`config.mk`:
```
export PLATFORM = sky130hd
export DESIGN_NAME = pgps_front
export DESIGN_NICKNAME = d
export VERILOG_FILES = /design/src/rtl/pgps_pkg.sv /design/src/rtl/pgps_front.sv
export SDC_FILE = /design/constraint.sdc
export NUM_CORES = 2
export LEC_CHECK = 0
export ABC_AREA = 0
export BUFFER_PORTS_ARGS = -buffer_cell sky130_fd_sc_hd__buf_4
export CAP_MARGIN = 40
export CORE_ASPECT_RATIO = 1.2
export CORE_UTILIZATION = 45
export CTS_BUF_LIST = sky130_fd_sc_hd__clkbuf_8
export DETAILED_ROUTE_END_ITERATION = 10
export HOLD_SLACK_MARGIN = 0.05
export PLACE_DENSITY = 0.72
export SYNTH_ARGS = -nofsm -noshare
export SYNTH_HDL_FRONTEND = slang
export SYNTH_SLANG_ARGS = --single-unit
```
`constraint.sdc`:
```
create_clock -name clk_i -period 12.08 [get_ports clk_i]
set_clock_uncertainty 0.2 [all_clocks]
set_input_delay 1.208 -clock clk_i [delete_from_list [all_inputs] [get_ports clk_i]]
set_output_delay 1.208 -clock clk_i [all_outputs]
set_load 0.1 [all_outputs]
```
`src/rtl/pgps_pkg.sv`:
```
`timescale 1ns / 1ps
`default_nettype none
// -----------------------------------------------------------------------------
// pgps_pkg
// Shared types and constants for the polar goto-pose steering block.
// -----------------------------------------------------------------------------
package pgps_pkg;

  // register indexes
  localparam logic [2:0] RegGoalX     = 3'd0;
  localparam logic [2:0] RegGoalY     = 3'd1;
  localparam logic [2:0] RegGoalHead  = 3'd2;
  localparam logic [2:0] RegGainDist  = 3'd3;
  localparam logic [2:0] RegGainBear  = 3'd4;
  localparam logic [2:0] RegGainFinal = 3'd5;
  localparam logic [2:0] RegMaxSpeed  = 3'd6;
  localparam logic [2:0] RegArrive    = 3'd7;

  localparam int unsigned CordicIters = 28;
  localparam int unsigned QueueDepth  = 2;

  localparam logic signed [21:0] AngMax = 22'sd2097151;
  localparam logic signed [21:0] AngMin = -22'sd2097152;

  // one classified item handed from the front to the back
  typedef struct packed {
    logic               arrived;
    logic signed [24:0] dx;
    logic signed [24:0] dy;
    logic        [49:0] sum_sq;
    logic signed [15:0] heading;
  } item_t;

  typedef enum logic [2:0] {
    BK_IDLE, BK_RUN, BK_MUL, BK_DIV, BK_OUT
  } bk_state_e;

  function automatic logic [31:0] atan_lut(input logic [4:0] i);
    logic [31:0] v;
    case (i)
      5'd0:  v = 32'h20000000;
      5'd1:  v = 32'h12E4051E;
      5'd2:  v = 32'h09FB385B;
      5'd3:  v = 32'h051111D4;
      5'd4:  v = 32'h028B0D43;
      5'd5:  v = 32'h0145D7E1;
      5'd6:  v = 32'h00A2F61E;
      5'd7:  v = 32'h00517C55;
      5'd8:  v = 32'h0028BE53;
      5'd9:  v = 32'h00145F2F;
      5'd10: v = 32'h000A2F98;
      5'd11: v = 32'h000517CC;
      5'd12: v = 32'h00028BE6;
      5'd13: v = 32'h000145F3;
      5'd14: v = 32'h0000A2FA;
      5'd15: v = 32'h0000517D;
      5'd16: v = 32'h000028BE;
      5'd17: v = 32'h0000145F;
      5'd18: v = 32'h00000A30;
      5'd19: v = 32'h00000518;
      5'd20: v = 32'h0000028C;
      5'd21: v = 32'h00000146;
      5'd22: v = 32'h000000A3;
      5'd23: v = 32'h00000051;
      5'd24: v = 32'h00000029;
      5'd25: v = 32'h00000014;
      5'd26: v = 32'h0000000A;
      5'd27: v = 32'h00000005;
      default: v = 32'h0;
    endcase
    return v;
  endfunction

endpackage
`default_nettype wire

```
`src/rtl/pgps_front.sv`:
```
`timescale 1ns / 1ps
`default_nettype none
// -----------------------------------------------------------------------------
// pgps_front
// Takes a pose, forms the goal offset and squared distance, tests arrival.
// -----------------------------------------------------------------------------
module pgps_front (
  input  wire logic                  clk_i,
  input  wire logic                  rst_ni,
  input  wire logic                  in_valid_i,
  input  wire logic signed [23:0]    pos_x_i,
  input  wire logic signed [23:0]    pos_y_i,
  input  wire logic signed [15:0]    heading_i,
  input  wire logic signed [23:0]    goal_x_i,
  input  wire logic signed [23:0]    goal_y_i,
  input  wire logic        [22:0]    arrive_radius_i,
  input  wire logic                  out_ready_i,
  output logic                       out_valid_o,
  output pgps_pkg::item_t            out_item_o
);

  // stage one: offsets
  logic               s1_valid_q;
  logic signed [24:0] dx_q, dy_q;
  logic signed [15:0] hd1_q;
  // stage two: squares
  logic               s2_valid_q;
  logic        [49:0] sqx_q, sqy_q, r2_q;
  logic signed [24:0] dx2_q, dy2_q;
  logic signed [15:0] hd2_q;

  // offsets
  always_ff @(posedge clk_i or negedge rst_ni) begin
    if (!rst_ni) begin
      s1_valid_q <= 1'b0;
    end else begin
      s1_valid_q <= in_valid_i;
    end
  end
  always_ff @(posedge clk_i) begin
    if (in_valid_i) begin
      dx_q  <= 25'(goal_x_i) - 25'(pos_x_i);
      dy_q  <= 25'(goal_y_i) - 25'(pos_y_i);
      hd1_q <= heading_i;
    end
  end

  // squares
  always_ff @(posedge clk_i or negedge rst_ni) begin
    if (!rst_ni) begin
      s2_valid_q <= 1'b0;
    end else begin
      s2_valid_q <= s1_valid_q;
    end
  end
  always_ff @(posedge clk_i) begin
    if (s1_valid_q) begin
      sqx_q <= 50'(dx_q * dx_q);
      sqy_q <= 50'(dy_q * dy_q);
      r2_q  <= 50'({27'd0, arrive_radius_i} * {27'd0, arrive_radius_i});
      dx2_q <= dx_q;
      dy2_q <= dy_q;
      hd2_q <= hd1_q;
    end
  end

  // sum and arrival compare; queue has room by construction of start gating
  logic [49:0] sum_w;
  assign sum_w = sqx_q + sqy_q;
  assign out_valid_o = s2_valid_q && out_ready_i;
  always_comb begin
    out_item_o.arrived = (sum_w <= r2_q);
    out_item_o.dx      = dx2_q;
    out_item_o.dy      = dy2_q;
    out_item_o.sum_sq  = sum_w;
    out_item_o.heading = hd2_q;
  end

endmodule
`default_nettype wire

```
# Word level (Yosys, flattened, before mapping)
# Cells that the tools add are included.
[word_totals] ff_bits=280 latchBits=0 ram_bits=0 rom_bits=0 in_bits=139 out_inout_bits=118 elab_cells=19 n_memories=0
[classes] add_sub_neg=3 multipliers=3 div=0 order_cmp=1 eq_ne=0 shift=0 mux=0 bitwise_logic=0 reduce_logical=1
[ops] cell="multiplier 25 x 25 -> 50 bit" count=2
[ops] cell="adder 50 bit" count=1
[ops] cell="<= comparator 50 x 46 -> 1 bit" count=1
[ops] cell="subtractor 24 x 24 -> 25 bit" count=2
[ops] cell="multiplier 23 x 23 -> 46 bit" count=1
[ops] cell="logical AND 1 bit" count=1

# Depth between registers and ports, before layout
[logic_depth] ltp_word=2 mapped_depth=30 ltp_nobuf=28

# Worst setup path after synthesis
# No wires, ideal clock.
[synth_path] path_kind="reg-to-output" start="reg sqx_q[19]" end="out out_item_o[116] (netlist name)" t_arrival_ns=7.844 required_time_ns=10.672 setup_slack_ns=2.828 path_stages_with_launch=25 path_buffers=0 path_cell_list="edfxtp_1 > ha_1 > nand2_1 > nor4_1 > and4b_1 > o31ai_2 > a21oi_1 > a211oi_4 > o21bai_1 > a21o_1 > a21o_1 > a21oi_1 > xnor2_1 > ha_1 > a21oi_1 > nor2b_1 > o21ai_0 > nand2b_1 > a21oi_1 > nor2b_1 > o21ai_0 > nand2b_1 > a221oi_1 > o21ai_0 > a221oi_1"
[synth_lines] element="start: declaration" line_no="pgps_front.sv:28" source="logic [49:0] sqx_q, sqy_q, r2_q;"
[synth_lines] element="start signal: assignment" line_no="pgps_front.sv:58" source="sqx_q <= 50'(dx_q * dx_q);"
[synth_lines] element="end: declaration" line_no="pgps_front.sv:19" source="output pgps_pkg::item_t out_item_o"

# Worst setup path after layout
[layout_path] start="reg dy_q[5]" end="reg sqy_q[48] (data pin)"
[layout_between] elab_chain_len=1
[layout_lines] element="start: declaration" line_no="pgps_front.sv:24" source="logic signed [24:0] dx_q, dy_q;"
[layout_lines] element="start signal: assignment" line_no="pgps_front.sv:43" source="dy_q <= 25'(goal_y_i) - 25'(pos_y_i);"
[layout_lines] element="multiplier 25 x 25 -> 50 bit" line_no="pgps_front.sv:59" source="sqy_q <= 50'(dy_q * dy_q);"
[layout_lines] element="end signal: assignment" line_no="pgps_front.sv:59"
[layout_lines] element="end: declaration" line_no="pgps_front.sv:28"
# No other way between the ends.
# A chain may end at the register's enable or synchronous reset.

==> out/summary.txt <==
drt wl/cell -> 19.09 um
met3 usage -> 3.505%
I/O pin cnt -> 257
sequential-to-total area share from yosys stat -> 11.84%
CP required -> 12360 ps
Nets -> 9543
Detailed Route WL -> 175900 um
CTS root buf -> clkbuf_8
status -> finished clean
ANT nets after route -> 0
top_reg_cell synth -> edfxtp_1
pin count of the biggest net entering global routing -> 70
CTS tree -> done
count leader, synth -> inv_1
DRT Pass-1 Iters -> 6
final setup vio count -> 0
grt peak-use layer -> met2
routed vias -> 47600
core area -> 0.1532 sq mm
GRT met2 Usage -> 41.21%
DR vias/cell -> 5.165
synth warn -> 0
Least-Margin Pin Slew -> 922.4 ps
Clock Path Buffers -> 3
top cells by area, synth -> fa_1 (46%), edfxtp_1 (12%), ha_1 (11%), inv_1 (11%), and2_1 (3.3%)
GRT overflow -> 0
fraction of layout cells with a size suffix above 1 -> 6.212%
Core Rows -> 157
# resized after CTS -> 0
Final Wtd Congestion -> 0.9271
Post-route DRC -> 0
Slew Viols, Final -> 0
first-pass GRT wire length -> 286300 um
RSZ-0062 raised after global routing -> false
share of flip-flops with an asynchronous set or reset -> 0.7273%
Worst Hold Class -> flop to flop
WP data arrival -> 8850 ps
Area growth syn-to-layout -> 7.602%
Synth Instances -> 6991
Clock transition at path regs -> 60 ps
detailed-placement wirelength estimate -> 146600 um
Fmax -> 116.6 MHz
H-Tree Depth -> 2
clk_lat worst skew -> 740 ps
total global-route track usage -> 23.60%
TritonCTS Buffers -> 52
register bit total from synthesis -> 275
post-synth top area share -> 45.94%
setup TNS -> 0 ps
vias in the first global route -> 54050
cell taking the most area after synthesis -> fa_1
EDFF count, synth -> 273
CP Buf/Inv Count -> 6
CP max stage delay -> 690 ps
slowest stage cell, crit path -> edfxtp_1
grt met1 use -> 27.77%
Starting Density -> 45.47%
die height -> 433.0 um
Worst slew margin -> 38.07%
Top Family by Delay on Critical Path -> adder cells
number of clock sinks -> 275
mapped cell area -> 0.06967 sq mm
most common library cells after synthesis -> inv_1 (2020), fa_1 (1599), ha_1 (615)
die span in x -> 361.2 um
Setup crit end kind -> flop
syn avg cell area -> 9.966 sq um
IO Port Bufs -> 256
period utilisation layout -> 70.98%
critical path startpoint category -> flop
Fin. Hold Viols -> 0
die area -> 0.1564 sq mm
critical path class -> flop to flop
post-synthesis cell type count -> 85
max_cap viols -> 0
Final min period -> 8575 ps
flop-to-flop setup slack -> 3510 ps
1st-iter DRT viols -> 2609
initial antenna violation count -> 7
Critical Path Fanout Max -> 21
cell mode on critical path -> fa_1
Post-CTS Setup Inserts -> 0
synthesized net count -> 9344
[through the flow]
| stage | area [sq um] | worst slack, ps | util, % | hold slack [ps] | std cells |
|---|---|---|---|---|---|
| after floorplan | 69670 | 2828 | - | 200.3 | 6991 |
| after global placement | 73770 | 3289 | 48.15 | 200.8 | 9102 |
| after detailed placement | 73970 | 3294 | 48.27 | 204.5 | 9120 |
| after CTS | 74950 | 3546 | 48.92 | 218.4 | 9213 |
| after global routing | 74970 | 3156 | 48.93 | 225.4 | 9216 |
| final | 74970 | 3505 | 48.93 | 214.5 | 9216 |
[cells by family (layout without fill, tap and decap cells)]
group	after synthesis	in the layout	synth area share, %
other cells	0	1	0
mux	9	9	0.1365
xor+xnor	265	265	3.331
buf+inv	2206	2443	11.91
fa+ha+maj	2214	2214	56.99
compound gates	614	614	5.899
flops	275	275	11.84
simple gates	1408	1408	9.895
[final cells by class]
class | instances | area, sq um
Clock inverter | 36 | 205.2
Fill cell | 13870 | 78250
Sequential cell | 275 | 8252
Clock buffer | 56 | 770.7
Multi-Input combinational cell | 4510 | 53130
Inverter | 2020 | 7582
Timing Repair Buffer | 331 | 2545
Tap cell | 1987 | 2486
Antenna cell | 1 | 2.502
[final timing paths]
check	from	endpoint	cells past startpoint
max	dy_q[5]$_DFFE_PP_	sqy_q[48]$_DFFE_PP_	26
min	hd1_q[0]$_DFFE_PP_	hd2_q[0]$_DFFE_PP_	0
max reg2reg	dy_q[5]$_DFFE_PP_	sqy_q[48]$_DFFE_PP_	26
min reg2reg	hd1_q[0]$_DFFE_PP_	hd2_q[0]$_DFFE_PP_	0
max in group asynchronous	rst_ni	s1_valid_q$_DFF_PN0_	2
min in group asynchronous	rst_ni	s2_valid_q$_DFF_PN0_	2
[worst register-to-register path, cell delays in order (launching register included)]
cell and delay [ps]:
edfxtp_1 690, buf_4 420, nand2_1 190, fa_1 530, inv_1 50, fa_1 480, inv_1 60, fa_1 510
fa_1 520, inv_1 50, fa_1 520, fa_1 510, inv_1 50, fa_1 520, inv_1 60, ha_1 330
and3_1 230, a31oi_1 160, o21ai_0 140, o211ai_1 180, nand3_1 310, a311oi_2 500, o21ai_1 190, a21oi_1 250
a21oi_1 180, mux2i_1 150, a2111oi_0 370
[layout by cell type, fill, tap and decap left out, types with 6 or more instances in the layout]
cell type	n
xnor2_1	190
and4_1	8
a31o_2	10
clkinv_2	10
and3_1	23
o31ai_1	7
buf_4	326
nand3_1	42
nor2b_1	80
clkbuf_8	56
nor3_1	37
clkinv_1	7
and2_1	365
nor4_1	7
o21bai_1	30
o21ai_1	20
fa_1	1599
ha_1	615
o211ai_1	8
a21oi_1	203
nand2_1	574
inv_1	2032
a21o_1	115
edfxtp_1	273
nand4_1	28
o22ai_1	6
o21ai_0	76
a31oi_1	12
or3_1	13
xor2_1	75
nor2_1	170
o21a_1	31
nand2b_1	37
a211oi_1	14
[what timing repair did]
| item | CTS | global route |
|---|---|---|
| hold endpoints to repair | 2 | 0 |
| endpoints found under the setup margin | 0 | 0 |
| hold buffers | 1 | 0 |
[routing by layer]
metal | wire (um) | vias to the layer above
met3 | 10770 | 477
met2 | 88370 | 1576
met5 | 19 | -
li1 | - | 21230
met1 | 65240 | 24310
met4 | 11540 | 4
[flip-flops by register name, indices dropped and copies added, names as in the netlist]
name / cells
dx2_q: 24
dx_q: 25
dy2_q: 24
dy_q: 25
hd1_q: 16
hd2_q: 16
r2_q: 45
s1_valid_q: 1
s2_valid_q: 1
sqx_q: 49
sqy_q: 49
Power is not shown: default switching activity piles up to over one toggle a cycle in this logic, so the estimate is an artifact.
