$ cat config.mk
export PLATFORM = sky130hd
export DESIGN_NAME = pgps_queue
export DESIGN_NICKNAME = d
export VERILOG_FILES = /design/src/rtl/pgps_pkg.sv /design/src/rtl/pgps_queue.sv
export SDC_FILE = /design/constraint.sdc
export NUM_CORES = 1
export LEC_CHECK = 0
export ABC_AREA = 1
export BUFFER_PORTS_ARGS = -buffer_cell sky130_fd_sc_hd__clkbuf_2
export CORE_MARGIN = 4
export CORE_UTILIZATION = 30
export DETAILED_ROUTE_END_ITERATION = 8
export PLACE_DENSITY = 0.58
export SKIP_LAST_GASP = 1
export SYNTH_ARGS = -nofsm -noshare
export SYNTH_HDL_FRONTEND = slang
export SYNTH_SLANG_ARGS = --single-unit
$ cat constraint.sdc
create_clock -name clk_i -period 8.1 [get_ports clk_i]
set_input_delay 1.62 -clock clk_i [delete_from_list [all_inputs] [get_ports clk_i]]
set_output_delay 1.62 -clock clk_i [all_outputs]
set_load 0.005 [all_outputs]
$ cat src/rtl/pgps_pkg.sv
`timescale 1ns / 1ps
`default_nettype none
// -----------------------------------------------------------------------------
// pgps_pkg
// Shared types and constants for the polar goto-pose steering block.
// -----------------------------------------------------------------------------
package pgps_pkg;

  // register indexes
  localparam logic [2:0] RegGoalX     = 3'd0;
  localparam logic [2:0] RegGoalY     = 3'd1;
  localparam logic [2:0] RegGoalHead  = 3'd2;
  localparam logic [2:0] RegGainDist  = 3'd3;
  localparam logic [2:0] RegGainBear  = 3'd4;
  localparam logic [2:0] RegGainFinal = 3'd5;
  localparam logic [2:0] RegMaxSpeed  = 3'd6;
  localparam logic [2:0] RegArrive    = 3'd7;

  localparam int unsigned CordicIters = 28;
  localparam int unsigned QueueDepth  = 2;

  localparam logic signed [21:0] AngMax = 22'sd2097151;
  localparam logic signed [21:0] AngMin = -22'sd2097152;

  // one classified item handed from the front to the back
  typedef struct packed {
    logic               arrived;
    logic signed [24:0] dx;
    logic signed [24:0] dy;
    logic        [49:0] sum_sq;
    logic signed [15:0] heading;
  } item_t;

  typedef enum logic [2:0] {
    BK_IDLE, BK_RUN, BK_MUL, BK_DIV, BK_OUT
  } bk_state_e;

  function automatic logic [31:0] atan_lut(input logic [4:0] i);
    logic [31:0] v;
    case (i)
      5'd0:  v = 32'h20000000;
      5'd1:  v = 32'h12E4051E;
      5'd2:  v = 32'h09FB385B;
      5'd3:  v = 32'h051111D4;
      5'd4:  v = 32'h028B0D43;
      5'd5:  v = 32'h0145D7E1;
      5'd6:  v = 32'h00A2F61E;
      5'd7:  v = 32'h00517C55;
      5'd8:  v = 32'h0028BE53;
      5'd9:  v = 32'h00145F2F;
      5'd10: v = 32'h000A2F98;
      5'd11: v = 32'h000517CC;
      5'd12: v = 32'h00028BE6;
      5'd13: v = 32'h000145F3;
      5'd14: v = 32'h0000A2FA;
      5'd15: v = 32'h0000517D;
      5'd16: v = 32'h000028BE;
      5'd17: v = 32'h0000145F;
      5'd18: v = 32'h00000A30;
      5'd19: v = 32'h00000518;
      5'd20: v = 32'h0000028C;
      5'd21: v = 32'h00000146;
      5'd22: v = 32'h000000A3;
      5'd23: v = 32'h00000051;
      5'd24: v = 32'h00000029;
      5'd25: v = 32'h00000014;
      5'd26: v = 32'h0000000A;
      5'd27: v = 32'h00000005;
      default: v = 32'h0;
    endcase
    return v;
  endfunction

endpackage
`default_nettype wire

$ cat src/rtl/pgps_queue.sv
`timescale 1ns / 1ps
`default_nettype none
// -----------------------------------------------------------------------------
// pgps_queue
// Short queue between the front and the back.
// -----------------------------------------------------------------------------
module pgps_queue (
  input  wire logic             clk_i,
  input  wire logic             rst_ni,
  input  wire logic             push_i,
  input  wire pgps_pkg::item_t  push_item_i,
  input  wire logic             pop_i,
  output logic                  valid_o,
  output pgps_pkg::item_t       item_o,
  output logic [$clog2(pgps_pkg::QueueDepth+1)-1:0] count_o
);

  localparam int unsigned AW = $clog2(pgps_pkg::QueueDepth);
  localparam int unsigned CW = $clog2(pgps_pkg::QueueDepth+1);

  pgps_pkg::item_t mem_q [pgps_pkg::QueueDepth];
  logic [AW-1:0] wr_q, rd_q;
  logic [CW-1:0] cnt_q;

  // pointers and fill count
  always_ff @(posedge clk_i or negedge rst_ni) begin
    if (!rst_ni) begin
      wr_q  <= '0;
      rd_q  <= '0;
      cnt_q <= '0;
    end else begin
      if (push_i) wr_q <= wr_q + AW'(1);
      if (pop_i)  rd_q <= rd_q + AW'(1);
      cnt_q <= cnt_q + CW'(push_i) - CW'(pop_i);
    end
  end

  // storage
  always_ff @(posedge clk_i) begin
    if (push_i) mem_q[wr_q] <= push_item_i;
  end

  assign valid_o = (cnt_q != '0);
  assign item_o  = mem_q[rd_q];
  assign count_o = cnt_q;

endmodule
`default_nettype wire

# Word level (Yosys, flattened, before mapping)
# Memory sizes are Yosys's and may differ from the RTL's.
# Cells that the tools add are included.
# Widths: inputs -> output; s select.
dict set report totals {
  regBits 4
  ram_bits 234
  in_bits 121
  output_inout_bits 120
  wordCells 11
  n_memories 1
}
# name words word_bits rd rd_ports_with_merged_regs write_ports line_no
set memory_table {}
lappend memory_table {mem_q 2 117 1 0 1 pgps_queue.sv:21} ;# pgps_pkg::item_t mem_q [pgps_pkg::QueueDepth];
dict set report classes {
  n_addsub 4
  muxes 2
  n_reduce_logical 1
}
# op count
set op_table {}
lappend op_table {{$add 1x1->1 const B} 2}
lappend op_table {{$add 2x1->2} 1}
lappend op_table {{$mux 1} 2}
lappend op_table {{$reduce_bool 2->1} 1}
lappend op_table {{$sub 2x1->2} 1}

# Longest topological paths before layout
# Gate-level depths: netlist (run 1).
dict set report depth {
  depth_word 2
  ltp_mapped 7
  depth_no_buf 7
}

# Worst setup path after synthesis (run 1)
# Ideal clock, no wire load.
dict set report synth_path {
  path_type {input-to-reg}
  start {input push_i}
  end {memory mem_q[0][0] (netlist bit), enable pin}
  setup_ns 0.597
  arrival_time_ns 6.555
  required_ns 7.503
  path_slack_ns 0.948
  cell_stages 2
  n_path_buf 0
  cell_sequence {inv_1 > nor2_1}
}
dict set report synth_between {
  elab_chain_len 2
}
# element line_no
set synth_lines {}
lappend synth_lines {{start, declared} pgps_queue.sv:10} ;# input wire logic push_i,
lappend synth_lines {{$mux 1} pgps_queue.sv:40} ;# if (push_i) mem_q[wr_q] <= push_item_i;
lappend synth_lines {{$mux 1 (implied by the code)} pgps_queue.sv:40}
lappend synth_lines {{end, declared} pgps_queue.sv:21}
# Every way passes these cells.

==> results.toml, run 1 <==
[worst_setup_path]
cp.required_ns = 6.48
worstSetupPathType = "flip-flop to output port"
cp-end-kind = "output port"
worstSetupStartpointType = "flip-flop"
reg2reg_depth = 3
crit_fanout = 117
cp.arrival_ns = 2.89

[floorplanning]
dieArea_um2 = 32840
initial_core_util = 0.3037
num_rows = 63
fp.dieW_um = 181.2
core_area_um2 = 29640
dieHeight_um = 181.2
io_pins = 241

[synth]
avgSynthCellArea_um2 = 14.18
ys_ff_latch = 238
syn_inst = 635
yosysWarnings = 0
syn_area_um2 = 9002
synth.net_count = 758
seq_area_frac_synth = 0.7917
synth_cell_types = 15

[global_route]
met1_usage = 0.1372
grt_pass1_vias = 5239
grt_max_degree = 118
antenna_found_initial = 0
overflow = 0
grt_pass1_wl_mm = 28.57
met2_usage = 0.1721
grt-busiest-layer = "met2"
grt.total_usage = 0.1076
grtUsageMet3 = 0.04127

[final_layout]
syn2layout_area_growth_pct = 25.95
fill_cells = 2847
final_layout_size_suffix_gt1_frac = 0.3385
final_util = 0.3826
fin_nets = 1006
final-instance-count-excl-fill = 1291
n_antenna_cell = 0

[power]
p_int_uw = 2675
p_seq_frac = 0.454
peakVddDrop_mv = 0.1901
powerDensity_nw_per_um2 = 338.6
clockPowerShare = 0.292
p_leak_uw = 0.004816
finalPower_uw = 3839
power_switching_uw = 1164
comb_power_share = 0.254
switching_share = 0.3031

[sta]
maxSlewHeadroom = 0.2874
finalHoldViolCount = 0
fin_crit_ns = 4.505
rsz0062_at_grt = "no"
final.setup.tns_ns = 0
worst-slew-pin-transition_ns = 1.069
max_freq_ghz = 0.2220
final_max_slew_viol_count = 0
worst_hold_slack_ns = 0.5671
min_period_over_period = 0.5562
setup_viol_count_final = 0
finClkSkew_ns = 0.007525

[clock_network]
clkSinkCount = 238
cts_buffer_depth = 3
cts-root-buf = "clkbuf_16"
post_cts_buffers = 0
cts_resized = 0
cts_buffers = 27
clock_latency_ns = 0.52
htree_levels = 1
cts_tree = "yes"
hold_buffers = 0
clkTransAtPathRegs_ns = 0.06

[routing]
wl_mm = 17.99
drt_iter0_drc = 323
post-route-drc-count = 0
routedWlPerCell_um = 13.93
vias_per_cell = 4.114
first_pass_iters = 4
vias = 5311
postRouteAntennaNets = 0

[run_status]
status = "finished, final reports clean"

[placed_design]
dpl.hpwl_mm = 11.70
port_buffers = 240
place_congestion = 0.7222
placedCellCount = 1244

[hold_path]
hp-class = "flip-flop to flip-flop"
whs_path_depth = 1

[job]
max_cap_violations = 0
-- cell families (layout without fill, tap and decap cells) --
family / after synthesis / count (layout) / share of synthesized area
AO/OA/AOI/OAI: 117 / 117 / 0.07422
XOR/XNOR: 2 / 2 / 0.001946
adder cells (fa/ha/maj): 2 / 2 / 0.002779
buffers and inverters: 150 / 416 / 0.07672
flip-flops: 238 / 238 / 0.7917
AND/OR/NAND/NOR: 126 / 126 / 0.05267
-- cell usage in the layout, fill, tap and decap left out --
master / n
buf_4: 5
dfrtp_4: 1
dfrtp_1: 3
ha_1: 2
nor2_4: 1
clkinv_2: 3
clkbuf_2: 240
clkinvlp_4: 1
bufinv_16: 2
o21ai_2: 22
xor2_1: 2
clkinv_4: 2
inv_4: 1
nand2_1: 124
o21ai_1: 11
clkbuf_16: 27
clkinv_1: 4
edfxtp_1: 234
inv_1: 123
clkbuf_1: 8
o21ai_0: 84
nand3_1: 1
-- final timing paths --
check	endpoint	slack (ns)	startpoint
setup / recovery	item_o[6]	3.59	rd_q
hold / removal	wr_q	0.57	wr_q
setup reg to reg	mem_q[1][19]	5.73	wr_q
hold reg to reg	wr_q	0.57	wr_q
max in group asynchronous	rd_q	7.03	rst_ni
min in group asynchronous	count_o[0]	0.91	rst_ni
-- cells in the mapped netlist --
master | instances | area share
edfxtp_1 | 234 | 0.78
nor2_1 | 1 | 0.00042
dfrtp_1 | 4 | 0.011
o21ai_0 | 84 | 0.047
buf_4 | 3 | 0.0025
buf_8 | 1 | 0.0017
nand3_1 | 1 | 0.00056
inv_1 | 124 | 0.052
o21ai_1 | 11 | 0.0061
o21ai_2 | 22 | 0.021
nand2_1 | 124 | 0.052
clkbuf_1 | 8 | 0.0033
ha_1 | 2 | 0.0028
xor2_1 | 2 | 0.0019
buf_6 | 14 | 0.018
-- registers in the layout, indices dropped and copies added (netlist names) --
| register | cells |
|---|---|
| mem_q | 234 |
| count_o | 2 |
| wr_q | 1 |
| rd_q | 1 |
-- final cells by class --
cell class              instances  area [µm²]  area share
repair buffers                245        1239      0.1092
inverters                     124       467.9     0.04127
clock inverters                12       115.1     0.01015
clock buffers                  35       705.7     0.06224
flip-flops and latches        238        7131      0.6289
multi-input cells             247        1192      0.1052
well taps                     390       488.0     0.04304
-- through the flow --
step | setup slack, ns | instance area [µm²]
6_report | 3.595 | 11340
5_1_grt | 3.271 | 11340
4_1_cts | 3.484 | 11340
3_5_place_dp | 4.049 | 10520
3_3_place_gp | 4.019 | 10520
2_1_floorplan | 0.9475 | 9002
-- critical path, stage by stage (launching register included) --
cell and delay [ns]:
dfrtp_4 0.89, buf_4 0.85, o21ai_0 0.28, clkbuf_2 0.17
-- per-layer routing --
metal  routed length, µm  vias to the layer above
met5                   0                        -
met4                 547                        0
met3                1674                       33
met2                8203                      185
met1                7559                     2443
li1                    -                     2650
-- power groups by stage --
stage                     Combinational [µW]  Sequential (µW)  Clock, µW
final                                    975             1740       1120
after global routing                    1120             1770       1220
after CTS                               1010             1750       1170
after detailed placement                1010             1770          0
after global placement                  1000             1760          0
after floorplan                          630             1740          0
Note: power is estimated with default switching activity, not from simulation.
==> run 2: changes to the inputs <==
Clock period 8.1 ns to 4.3 ns, I/O delays scaled along.
==> run 2 against run 1 <==
Worst setup slack worse by 2.1 ns. Critical path depth is 1 higher. Core utilization is 0.080 points lower. Clock-buffer cell count is 1 higher. Register-to-register slack worse by 3.2 ns. Critical endpoint is now item_o[28]. Total power is 85% higher.
==> results.toml, run 2 (synthesis gave the netlist of run 1 again) <==
[final_layout]
final_cell_mix = "240 x clkbuf_2, 234 x edfxtp_1, 124 x nand2_1"
largest-register = "mem_q"
largest_reg_flops = 234
fin_nets = 1007
n_antenna_cell = 0
final_layout_size_suffix_gt1_frac = 0.3381
layout_commonest_cell = "clkbuf_2"
fill_cells = 2907
syn2layout_area_growth_pct = 25.68

[floorplanning]
core_area_um2 = 29640
dieHeight_um = 181.2
initial_core_util = 0.3037
dieArea_um2 = 32840
num_rows = 63
fp.dieW_um = 181.2
io_pins = 241

[sta]
max_freq_ghz = 0.3507
setup_viol_count_final = 0
final_max_slew_viol_count = 0
maxSlewHeadroom = 0.4920
fin_crit_ns = 2.851
final.setup.tns_ns = 0
finClkSkew_ns = 0.01176
finalHoldViolCount = 0
min_period_over_period = 0.6631
worst-slew-pin-transition_ns = 0.7620
rsz0062_at_grt = "no"

[hold_path]
hp-class = "input port to async pin"

[worst_setup_path]
worstSetupPathType = "flip-flop to output port"
cp.required_ns = 3.44
cp.arrival_ns = 1.99
cp-end-kind = "output port"
worstSetupStartpointType = "flip-flop"
crit_fanout = 61

[power]
peakVddDrop_mv = 0.3854
finalPower_uw = 7092
p_leak_uw = 0.004804
powerDensity_nw_per_um2 = 626.8

[global_route]
overflow = 0
grt_max_degree = 110
grt_pass1_vias = 5243
grt_pass1_wl_mm = 27.76
grt.total_usage = 0.1042
antenna_found_initial = 0

[routing]
first_pass_iters = 4
routedWlPerCell_um = 13.79
postRouteAntennaNets = 0
routedLengthMet1_mm = 7.284
vias_per_cell = 4.073
wl_met2_mm = 8.272
post-route-drc-count = 0
vias = 5262
wl_mm = 17.81
wl_met3_mm = 1.779
drt_iter0_drc = 225
dr.max_layer_used = "met4"

[clock_network]
cts_tree = "yes"
clock_latency_ns = 0.51
htree_levels = 1
cts-root-buf = "clkbuf_16"
clkSinkCount = 238
cts_resized = 0
cts_buffer_depth = 3
cts_buffers = 25
hold_buffers = 0
clkTransAtPathRegs_ns = 0.06
post_cts_buffers = 0

[placed_design]
dpl.hpwl_mm = 12.10
place_congestion = 0.7102
port_buffers = 240

[run_status]
status = "finished, final reports clean"

[job]
max_cap_violations = 0
[run 2: per-layer routing]
layer / GRT usage / vias up
met4: 0.02672 / 0
met2: 0.1723 / 175
met5: 0 / -
li1: - / 2640
met3: 0.04329 / 28
met1: 0.1269 / 2419
[run 2: through the flow]
stage               instance area, µm²  cells  utilization  hold WS [ns]  setup slack, ns
detailed placement               10580   1247       0.3569        0.5530            1.854
CTS                              11310   1292       0.3818        0.1201            1.388
floorplan                         9010    635            -        0.5153           0.6511
global route                     11310   1292       0.3818        0.1324            1.215
finish                           11310   1292       0.3818        0.1523            1.449
global placement                 10580   1247       0.3569        0.5550            1.852
[run 2: area by class of cell]
class                      instances  area (µm²)  area share
timing repair buffer             248        1299      0.1148
clock inverter                     9       70.07    0.006193
inverter                         124       467.9     0.04136
sequential                       238        7131      0.6302
clock buffer                      36       666.9     0.05894
multi-input combinational        247        1192      0.1054
tap                              390       488.0     0.04313
[run 2: path summary, 6_finish.rpt]
kind                                 start            to  slack, ns  depth (start not counted)
min in group clk_i         push_item_i[35]  mem_q[0][35]       0.53                          1
setup reg to reg                      wr_q  mem_q[0][39]       2.50                          2
setup / recovery                      rd_q    item_o[28]       1.45                          4
hold / removal                      rst_ni    count_o[1]       0.15                          1
hold reg to reg                       wr_q          wr_q       0.56                          1
max in group asynchronous           rst_ni          rd_q       4.01                          1
[run 2: report_power, final]
group	internal [µW]	switching, µW
sequential	3080	122
clock	1130	820
combinational	719	1220
total	4930	2160
[run 2: worst max-delay path: stages (launching register included)]
cell and delay [ns]:
dfrtp_4 0.55, buf_4 0.52, nand2_1 0.11, o21ai_0 0.11
clkbuf_2 0.14
==> run 3: changes to the inputs <==
Clock period 4.3 ns to 2.8 ns, I/O delays scaled along.
==> run 3 against run 2 <==
Register-to-register slack got worse by 1.2 ns. Via count rose by 0.44%. Clock power rose by 55%. Global-route usage rose by 0.32 points. Final cell count stayed put. Critical path type unchanged. Critical endpoint is now item_o[1]. Largest cell class unchanged.
==> results.toml, run 3 (synthesis gave the netlist of run 1 again) <==
[worst_setup_path]
cp.required_ns = 2.24
worstSetupPathType = "flip-flop to output port"
worstSetupStartpointType = "flip-flop"
cp-end-kind = "output port"
cp.arrival_ns = 1.86
critPathLaunch = "rd_q"
crit_fanout = 87
reg2reg_depth = 3
worstReg2RegStart = "wr_q"
r2r_setup_slack_ns = 1.30
r2r-end = "mem_q[1][53]"

[final_layout]
seq_area_um2 = 7131
largest-register = "mem_q"
final_layout_size_suffix_gt1_frac = 0.3404
final_cell_mix = "240 x clkbuf_2, 234 x edfxtp_1, 124 x nand2_1"
layout_commonest_cell = "clkbuf_2"
n_antenna_cell = 0
multi_input_area_um2 = 1192
largest_reg_flops = 234
fill_cells = 2834
fin_nets = 1008
syn2layout_area_growth_pct = 26.23

[clock_network]
clock_latency_ns = 0.53
post_cts_buffers = 0
clkSinkCount = 238
clkTransAtPathRegs_ns = 0.06
cts_buffer_depth = 3
htree_levels = 1
cts_buffers = 26
cts_tree = "yes"
hold_buffers = 1
cts_resized = 0
cts-root-buf = "clkbuf_16"

[floorplanning]
fp.dieW_um = 181.2
num_rows = 63
initial_core_util = 0.3037
dieHeight_um = 181.2
dieArea_um2 = 32840
io_pins = 241
core_area_um2 = 29640

[hold_path]
min_from = "push_item_i[23]"
whs_path_depth = 1
min_to = "mem_q[0][23]"
hp-class = "input port to flip-flop"

[placed_design]
dpl.hpwl_mm = 12.07
place_ws_ns = 0.9209
place_congestion = 0.7295
port_buffers = 240

[sta]
max_freq_ghz = 0.4125
min_period_over_period = 0.8658
finalHoldViolCount = 0
finClkSkew_ns = 0.01401
worst-slew-pin-transition_ns = 0.5733
setup_viol_count_final = 0
rsz0062_at_grt = "no"
final_max_slew_viol_count = 0
final.setup.tns_ns = 0
fin_crit_ns = 2.424
maxSlewHeadroom = 0.6178
worst_slack_ns = 0.3758

[global_route]
antenna_found_initial = 0
overflow = 0
grt.total_usage = 0.1074
grt_pass1_wl_mm = 28.33
grt_max_degree = 88
grt_pass1_vias = 5229

[routing]
wl_mm = 18.35
vias_per_cell = 4.091
post-route-drc-count = 0
routedWlPerCell_um = 14.20
first_pass_iters = 4
vias = 5285
postRouteAntennaNets = 0
drt_iter0_drc = 247

[power]
powerDensity_nw_per_um2 = 964.9
peakVddDrop_mv = 0.4950
p_leak_uw = 0.004815
finalPower_uw = 10960

[job]
max_cap_violations = 0

[run_status]
status = "finished, final reports clean"
[run 3: cell count changes in the layout (fill, tap and decap cells not counted), sizes merged]
| cell | before | now |
|---|---|---|
| buf | 8 | 7 |
| bufinv | 1 | 0 |
| clkbuf | 276 | 269 |
| clkinv | 7 | 14 |
| clkinvlp | 1 | 3 |
| dlygate4sd3 | 0 | 1 |
| inv | 124 | 123 |
[run 3: worst max-delay path by stage]
stage / depth (start not counted) / end / slack [ns]
2_1_floorplan: 2 / mem_q[1][0] / 0.04
3_3_place_gp: 3 / item_o[39] / 0.91
3_5_place_dp: 3 / item_o[1] / 0.92
4_1_cts: 3 / item_o[1] / 0.36
5_1_grt: 4 / item_o[14] / 0.23
6_report: 3 / item_o[1] / 0.38
[run 3: layer usage]
| layer | wire length, µm | vias up | global-route usage | part of all wire |
|---|---|---|---|---|
| met1 | 7737 | 2439 | 0.1373 | 0.42 |
| met3 | 1665 | 27 | 0.03845 | 0.091 |
| li1 | - | 2641 | - | - |
| met4 | 350 | 0 | 0.03152 | 0.019 |
| met5 | 0 | - | 0 | 0 |
| met2 | 8594 | 178 | 0.1727 | 0.47 |
[run 3: cell type report]
cell class                 count  area share
timing repair buffer         248      0.1167
multi-input combinational    247      0.1049
clock inverter                16    0.008368
inverter                     124     0.04129
tap                          390     0.04294
sequential                   238      0.6275
clock buffer                  29     0.05825
[run 3: critical path: stages, from the launching register on]
cell	delay [ns]
dfrtp_4	0.59
buf_12	0.23
o21ai_0	0.32
clkbuf_2	0.17
[run 3: per-stage QoR]
stage / cells / cell area, µm² / hold slack [ns] / utilization
finish: 1292 / 11360 / 0.2216 / 0.3834
global route: 1292 / 11360 / 0.1888 / 0.3834
CTS: 1292 / 11360 / 0.1853 / 0.3834
detailed placement: 1246 / 10600 / 0.3764 / 0.3575
global placement: 1246 / 10600 / 0.3747 / 0.3575
floorplan: 635 / 9014 / 0.2644 / -
[run 3: power breakdown]
group          leakage (µW)  switching, µW  total (µW)  internal (µW)
sequential          0.00224            193        4920           4730
combinational       0.00221           1880        3020           1140
clock              0.000366           1320        3020           1700
total               0.00481           3400       11000           7570
